[src/hw/rtl/tcw_pkg.sv]
// Shared types, codes and constants of the text console writer.
`default_nettype none
package tcw_pkg;

  localparam int COLUMNS_DEF = 80;
  localparam int ROWS_DEF    = 25;

  localparam logic [7:0] NEWLINE_CODE = 8'd10;
  localparam logic [7:0] BLANK_CODE   = 8'h20;
  localparam logic [7:0] RESET_ATTR   = 8'h07;

  // memory write source selected by the controller
  localparam logic [2:0] WR_NONE  = 3'd0;
  localparam logic [2:0] WR_CLEAR = 3'd1;
  localparam logic [2:0] WR_COPY  = 3'd2;
  localparam logic [2:0] WR_FILL  = 3'd3;
  localparam logic [2:0] WR_CHAR  = 3'd4;

  typedef struct packed {
    logic       opcode;
    logic [7:0] char_code;
    logic [4:0] read_row;
    logic [6:0] read_col;
  } in_item_t;

  typedef struct packed {
    logic [15:0] read_cell;
    logic [6:0]  cursor_col;
    logic [4:0]  cursor_row;
    logic        scrolled;
  } out_item_t;

  typedef struct packed {
    logic       latch_req;
    logic [2:0] wr_sel;
    logic       rd_req;
    logic       cnt_clr;
    logic       cnt_inc;
    logic       brk_line;
    logic       scroll_start;
    logic       emit;
  } cmd_t;

  typedef struct packed {
    logic is_read;
    logic is_newline;
    logic col_full;
    logic line_last;
    logic cnt_copy_last;
    logic cnt_last;
  } status_t;

endpackage
`default_nettype wire

[src/hw/rtl/tcw_ctrl.sv]
// Controller state machine of the text console writer.
`default_nettype none
module tcw_ctrl (
  input  wire logic            clk,
  input  wire logic            rst_n,
  input  wire logic            start,
  output logic                 busy,
  input  wire tcw_pkg::status_t sts,
  output tcw_pkg::cmd_t        cmd
);
  import tcw_pkg::*;

  localparam logic [2:0] S_CLEAR = 3'd0;
  localparam logic [2:0] S_IDLE  = 3'd1;
  localparam logic [2:0] S_EXEC  = 3'd2;
  localparam logic [2:0] S_COPY  = 3'd3;
  localparam logic [2:0] S_FILL  = 3'd4;
  localparam logic [2:0] S_PUT   = 3'd5;
  localparam logic [2:0] S_EMIT  = 3'd6;

  logic [2:0] state_r;
  logic [2:0] state_nxt;

  always_ff @(posedge clk) begin
    if (!rst_n) begin
      state_r <= S_CLEAR;
    end else begin
      state_r <= state_nxt;
    end
  end

  assign busy = (state_r != S_IDLE);

  always_comb begin
    state_nxt = state_r;
    cmd       = '0;
    cmd.wr_sel = WR_NONE;
    case (state_r)
      S_CLEAR: begin
        cmd.wr_sel = WR_CLEAR;
        if (sts.cnt_last) begin
          state_nxt = S_IDLE;
        end else begin
          cmd.cnt_inc = 1'b1;
        end
      end
      S_IDLE: begin
        if (start) begin
          cmd.latch_req = 1'b1;
          state_nxt     = S_EXEC;
        end
      end
      S_EXEC: begin
        if (sts.is_read) begin
          cmd.rd_req = 1'b1;
          state_nxt  = S_EMIT;
        end else if (sts.is_newline || sts.col_full) begin
          if (sts.line_last) begin
            cmd.scroll_start = 1'b1;
            cmd.cnt_clr      = 1'b1;
            state_nxt        = S_COPY;
          end else begin
            cmd.brk_line = 1'b1;
            state_nxt    = sts.is_newline ? S_EMIT : S_PUT;
          end
        end else begin
          state_nxt = S_PUT;
        end
      end
      S_COPY: begin
        cmd.wr_sel = WR_COPY;
        if (sts.cnt_copy_last) begin
          state_nxt = S_FILL;
        end else begin
          cmd.cnt_inc = 1'b1;
        end
      end
      S_FILL: begin
        cmd.wr_sel = WR_FILL;
        if (sts.cnt_last) begin
          state_nxt = sts.is_newline ? S_EMIT : S_PUT;
        end else begin
          cmd.cnt_inc = 1'b1;
        end
      end
      S_PUT: begin
        cmd.wr_sel = WR_CHAR;
        state_nxt  = S_EMIT;
      end
      S_EMIT: begin
        cmd.emit  = 1'b1;
        state_nxt = S_IDLE;
      end
      default: begin
        state_nxt = S_IDLE;
      end
    endcase
  end

endmodule
`default_nettype wire

[config.mk]
export PLATFORM = sky130hd
export DESIGN_NAME = tcw_ctrl
export DESIGN_NICKNAME = d
export VERILOG_FILES = /design/src/hw/rtl/tcw_pkg.sv /design/src/hw/rtl/tcw_ctrl.sv
export SDC_FILE = /design/constraint.sdc
export NUM_CORES = 1
export LEC_CHECK = 0
export BUFFER_PORTS_ARGS = -buffer_cell sky130_fd_sc_hd__buf_2
export CAP_MARGIN = 20
export CORE_AREA = 4 4 41 43
export CTS_CLUSTER_SIZE = 8
export DETAILED_ROUTE_END_ITERATION = 8
export DIE_AREA = 0 0 45 47
export SLEW_MARGIN = 20
export SYNTH_ARGS = -nofsm -noshare
export SYNTH_HDL_FRONTEND = slang
export SYNTH_SLANG_ARGS = --single-unit
[constraint.sdc]
create_clock -name clk -period 3.5 [get_ports clk]
set_input_delay 0.7 -clock clk [delete_from_list [all_inputs] [get_ports clk]]
set_output_delay 0.7 -clock clk [all_outputs]
set_load 0.05 [all_outputs]
### Yosys cells after proc, flatten, opt, wreduce, memory -nomap -nowiden

Index checks and enable logic that the tools add are counted.

| storage, ports and cells | value |
|---|---|
| bits in registers | 3 |
| input bits | 9 |

| cells by class | value |
|---|---|
| eq/ne operators | 11 |
| mux-type cells | 25 |
| reductions and logical operators | 4 |

Operators with widths:

| cell | number |
|---|---|
| 3-bit 2-to-1 mux | 7 |
| 3-bit case mux with 6 select lines | 1 |
| 3-bit case mux with 4 select lines | 1 |
| 1-bit 2-to-1 mux | 10 |
| 2-bit 2-to-1 mux | 5 |
| 3-bit equality test, second input constant | 3 |
| 2-bit != test, second input constant | 4 |
| 3-bit by 2-bit equality test with 1-bit output, second input constant | 2 |
| 4-bit AND reduction | 1 |
| 3-bit by 1-bit equality test with 1-bit output, second input constant | 1 |
| 3-bit zero test | 1 |
| 3-bit by 1-bit != test with 1-bit output, second input constant | 1 |
| 1-bit case mux with 2 select lines | 1 |
| 2-bit OR reduction | 1 |
| 1-bit logical OR | 1 |

### Longest topological paths before layout

| logic depth | value |
|---|---|
| depth in word-level cells | 5 |
| depth in mapped cells | 5 |
| gate-level depth less buffers | 4 |

### Worst setup path before layout

OpenSTA, ideal clock, no wires.

| timing path | value |
|---|---|
| path kind | in2out |
| start point | input port sts[5] in the netlist's numbering |
| end point | output port cmd[2] in the netlist's numbering |
| arrival time | 2348 ps |
| required time | 2800 ps |
| setup slack | 452 ps |
| cell stages on the path | 2 |
| path buffers | 0 |
| cell sequence | o21bai_1 nor4_1 |

RTL lines:

| item | line | source |
|---|---|---|
| from (decl) | tcw_ctrl.sv:8 | `input wire tcw_pkg::status_t sts,` |
| to (decl) | tcw_ctrl.sv:9 | `output tcw_pkg::cmd_t cmd` |

==> results.txt <==
The flow ran to the end, and the final reports show no timing, DRC or antenna violations. The post-synthesis cell count came out at 43. Sequential cells were found to cover 19.4% of the synthesized design area. The library cell used most frequently in the layout, excluding fill and tap cells, is buf_2.

The mean instance size in the synthesized netlist is 7.22 µm². The number of antenna repair diodes is 0. The number of DRC violations after detailed routing came out at 0.

In this run the number of H-tree levels came out at 1. During synthesis, Yosys emitted a total of 0 warnings. The number of setup buffers added after CTS is 0.

The setup-violating endpoint count in the final report is 0. The remaining max-slew budget at the tightest pin came out at 72.6%. The clock slew seen by the registers of the worst setup and hold paths is 0.04 ns. The worst path arrival time came out at 1.73 ns. The final-report hold violation count is 0. The count of input and output buffers is 19. The critical path in this run is classified as flip-flop to primary output. Sorting the synthesized cells by area gives the leading types as dfxtp_1 19%, nor2_1 7.3%, inv_1 4.8%. Setup repair after global routing left no endpoint under its margin.

The max-slew violation count is 0. The actual transition at the worst max-transition pin is 0.410 ns. After detailed routing, the total wire length is 857 µm. The maximum number of pins on one net before global-route repair is 13. The total routing resource utilization after global routing is 8.52%. STA classifies the critical path startpoint as a flip-flop.

In the layout the commonest cells are 19 x buf_2, 6 x nor2_1, 4 x inv_1, 3 x clkbuf_4, 3 x dfxtp_1. The y dimension of the die is 47 µm. The quantity of gates resized following cts came out at 0. The net count of the finished layout is 72. For this design, the CTS-stage hold fixing added 0 buffers. The number of flops mapped to enable cells by yosys is 0. Setup total negative slack on the finished layout was measured at 0 ns. STA classifies the critical path endpoint as a primary output. The area occupied by registers came out at 60.1 µm².

The share of synthesized registers carrying an async set or reset came out at 0%. The number of clock sinks is 3. The total cell area at the placement stage is 395 µm².

The total leakage power came out at 0.194 nW. The clock skew after layout is 0.00286 ns. After layout, the minimum clock period comes to 2.43 ns. The area share of the largest cell type after synthesis is 19.4%.

The cell area after synthesis came out at 310 µm². The total area inside the core boundary comes to 1300 µm². dfxtp_1 takes more of the synthesized area than any other cell. The TritonCTS clock tree is yes.

The first routing iteration left 13 violations. In this run, distinct cell masters in the synthesized netlist total 28. The post-synthesis register bit count is 3. Data on the critical path is required at its endpoint by 2.80 ns.

The number of global-route vias before repair is 305. The layout has 148 filler cells. The total vias in the final route is 374. The HPWL after detailed placement came out at 684 µm. The first-pass GRT wire length is 1.28 mm. 20 I/O pins were placed. In the final layout, the registers with the most flip-flops are state_r x3. The number of antenna violations at the first check in global routing came out at 0. The area added between synthesis and finish is 35.9%.

The final cycle utilization of the critical path is 69.4%. The floorplan die width came out at 45 µm. The area used by multi-input combinational logic is 206 µm². Based on the critical path, the design can be clocked at up to 412 MHz.

Of all nets on the critical path, the largest fanout is 12. The aggregate global routing overflow is 0. The number of flip-flops in the largest register came out at 3. Ranked by flip-flop count, first place goes to state_r. The routed via count divided by cell count is 4.86. The clock latency on the worst-skew pair is 0.24 ns. Counting every net in the synthesized netlist gives 52.

The number of buffers added by the clock tree synthesis step is 3. The power per cell area is 408 nW/µm². The number of buffers between clock root and the deepest sink is 2. The final antenna-violating net count is 0. The starting density of the core came out at 23.8%. The post-layout instance area came out at 422 µm². The fraction of final layout cells with drive strength greater than 1 came out at 37.1%.

The worst reg-to-reg setup slack came out at 2.10 ns. Max-cap violations in this run came to 0. The min-delay analysis places its worst path in the category flip-flop to flip-flop. After detailed routing, the average wire length per cell comes to 11.1 µm. The final weighted congestion of routability-driven global placement is 0.727. The overall power came out at 172 µW. The detailed-router iteration count before antenna repair came out at 4. The worst-case IR drop observed on VDD is 0.137 mV. The die footprint came out at 2120 µm². The cell at the root of the clock tree is clkbuf_4. The flip-flop cell with the highest count after synthesis is dfxtp_1.

The number of core rows came out at 13.
==> layer usage <==
metal | GRT usage (%) | wire (µm) | vias to the layer above
li1 | - | - | 192
met1 | 10.4 | 381 | 162
met2 | 11.9 | 372 | 18
met3 | 3.07 | 92 | 2
met4 | 7.02 | 11 | 0
met5 | 0 | 0 | -
==> area by class of cell <==
class / instances / share of cell area, %
clock buffer: 4 / 6.23
inverter: 4 / 3.56
sequential: 3 / 14.2
timing repair buffer: 19 / 22.6
tap: 15 / 4.45
multi-input combinational: 32 / 49.0
==> worst paths after layout <==
kind,start,endpoint,cells after the start
worst max-delay path,state_r[0],cmd[9],4
worst min-delay path,state_r[1],state_r[2],2
worst max register to register,state_r[0],state_r[0],4
worst min register to register,state_r[1],state_r[2],2
==> kinds of logic (layout without fill, tap and decap cells) <==
logic type / Yosys count / after routing / share of synthesized area (%)
AND/OR/NAND/NOR: 19 / 19 / 35.5
multiplexers: 1 / 1 / 3.23
flip-flops: 3 / 3 / 19.4
buffers and inverters: 8 / 27 / 14.1
AO/OA/AOI/OAI: 12 / 12 / 27.8
==> cell usage after synthesis, drive strengths merged (2+ instances only) <==
master,instances
nor2b,2
nor2,6
buf,4
or3,2
a21oi,2
inv,4
dfxtp,3
o21ai,2
==> worst max-delay path, stage by stage (launching register included) <==
cell     delay (ns)
dfxtp_1        0.56
inv_1          0.17
or3_1          0.41
nor2_1         0.09
buf_2          0.26
==> per-stage QoR <==
stage | worst slack [ns] | utilization, % | hold WS (ns) | cells
final | 1.07 | 32.4 | 0.617 | 77
after global routing | 0.967 | 32.4 | 0.673 | 77
after CTS | 1.07 | 32.4 | 0.614 | 77
after detailed placement | 1.20 | 30.4 | 0.610 | 73
after global placement | 1.24 | 30.4 | 0.614 | 73
after floorplan | 0.452 | - | 0.583 | 43
==> power by group <==
part,internal [mW],switching (mW)
clock,0.0429,0.0199
combinational,0.0204,0.0443
sequential,0.0371,0.00767
No activity file was read; power rests on OpenSTA's default activity.
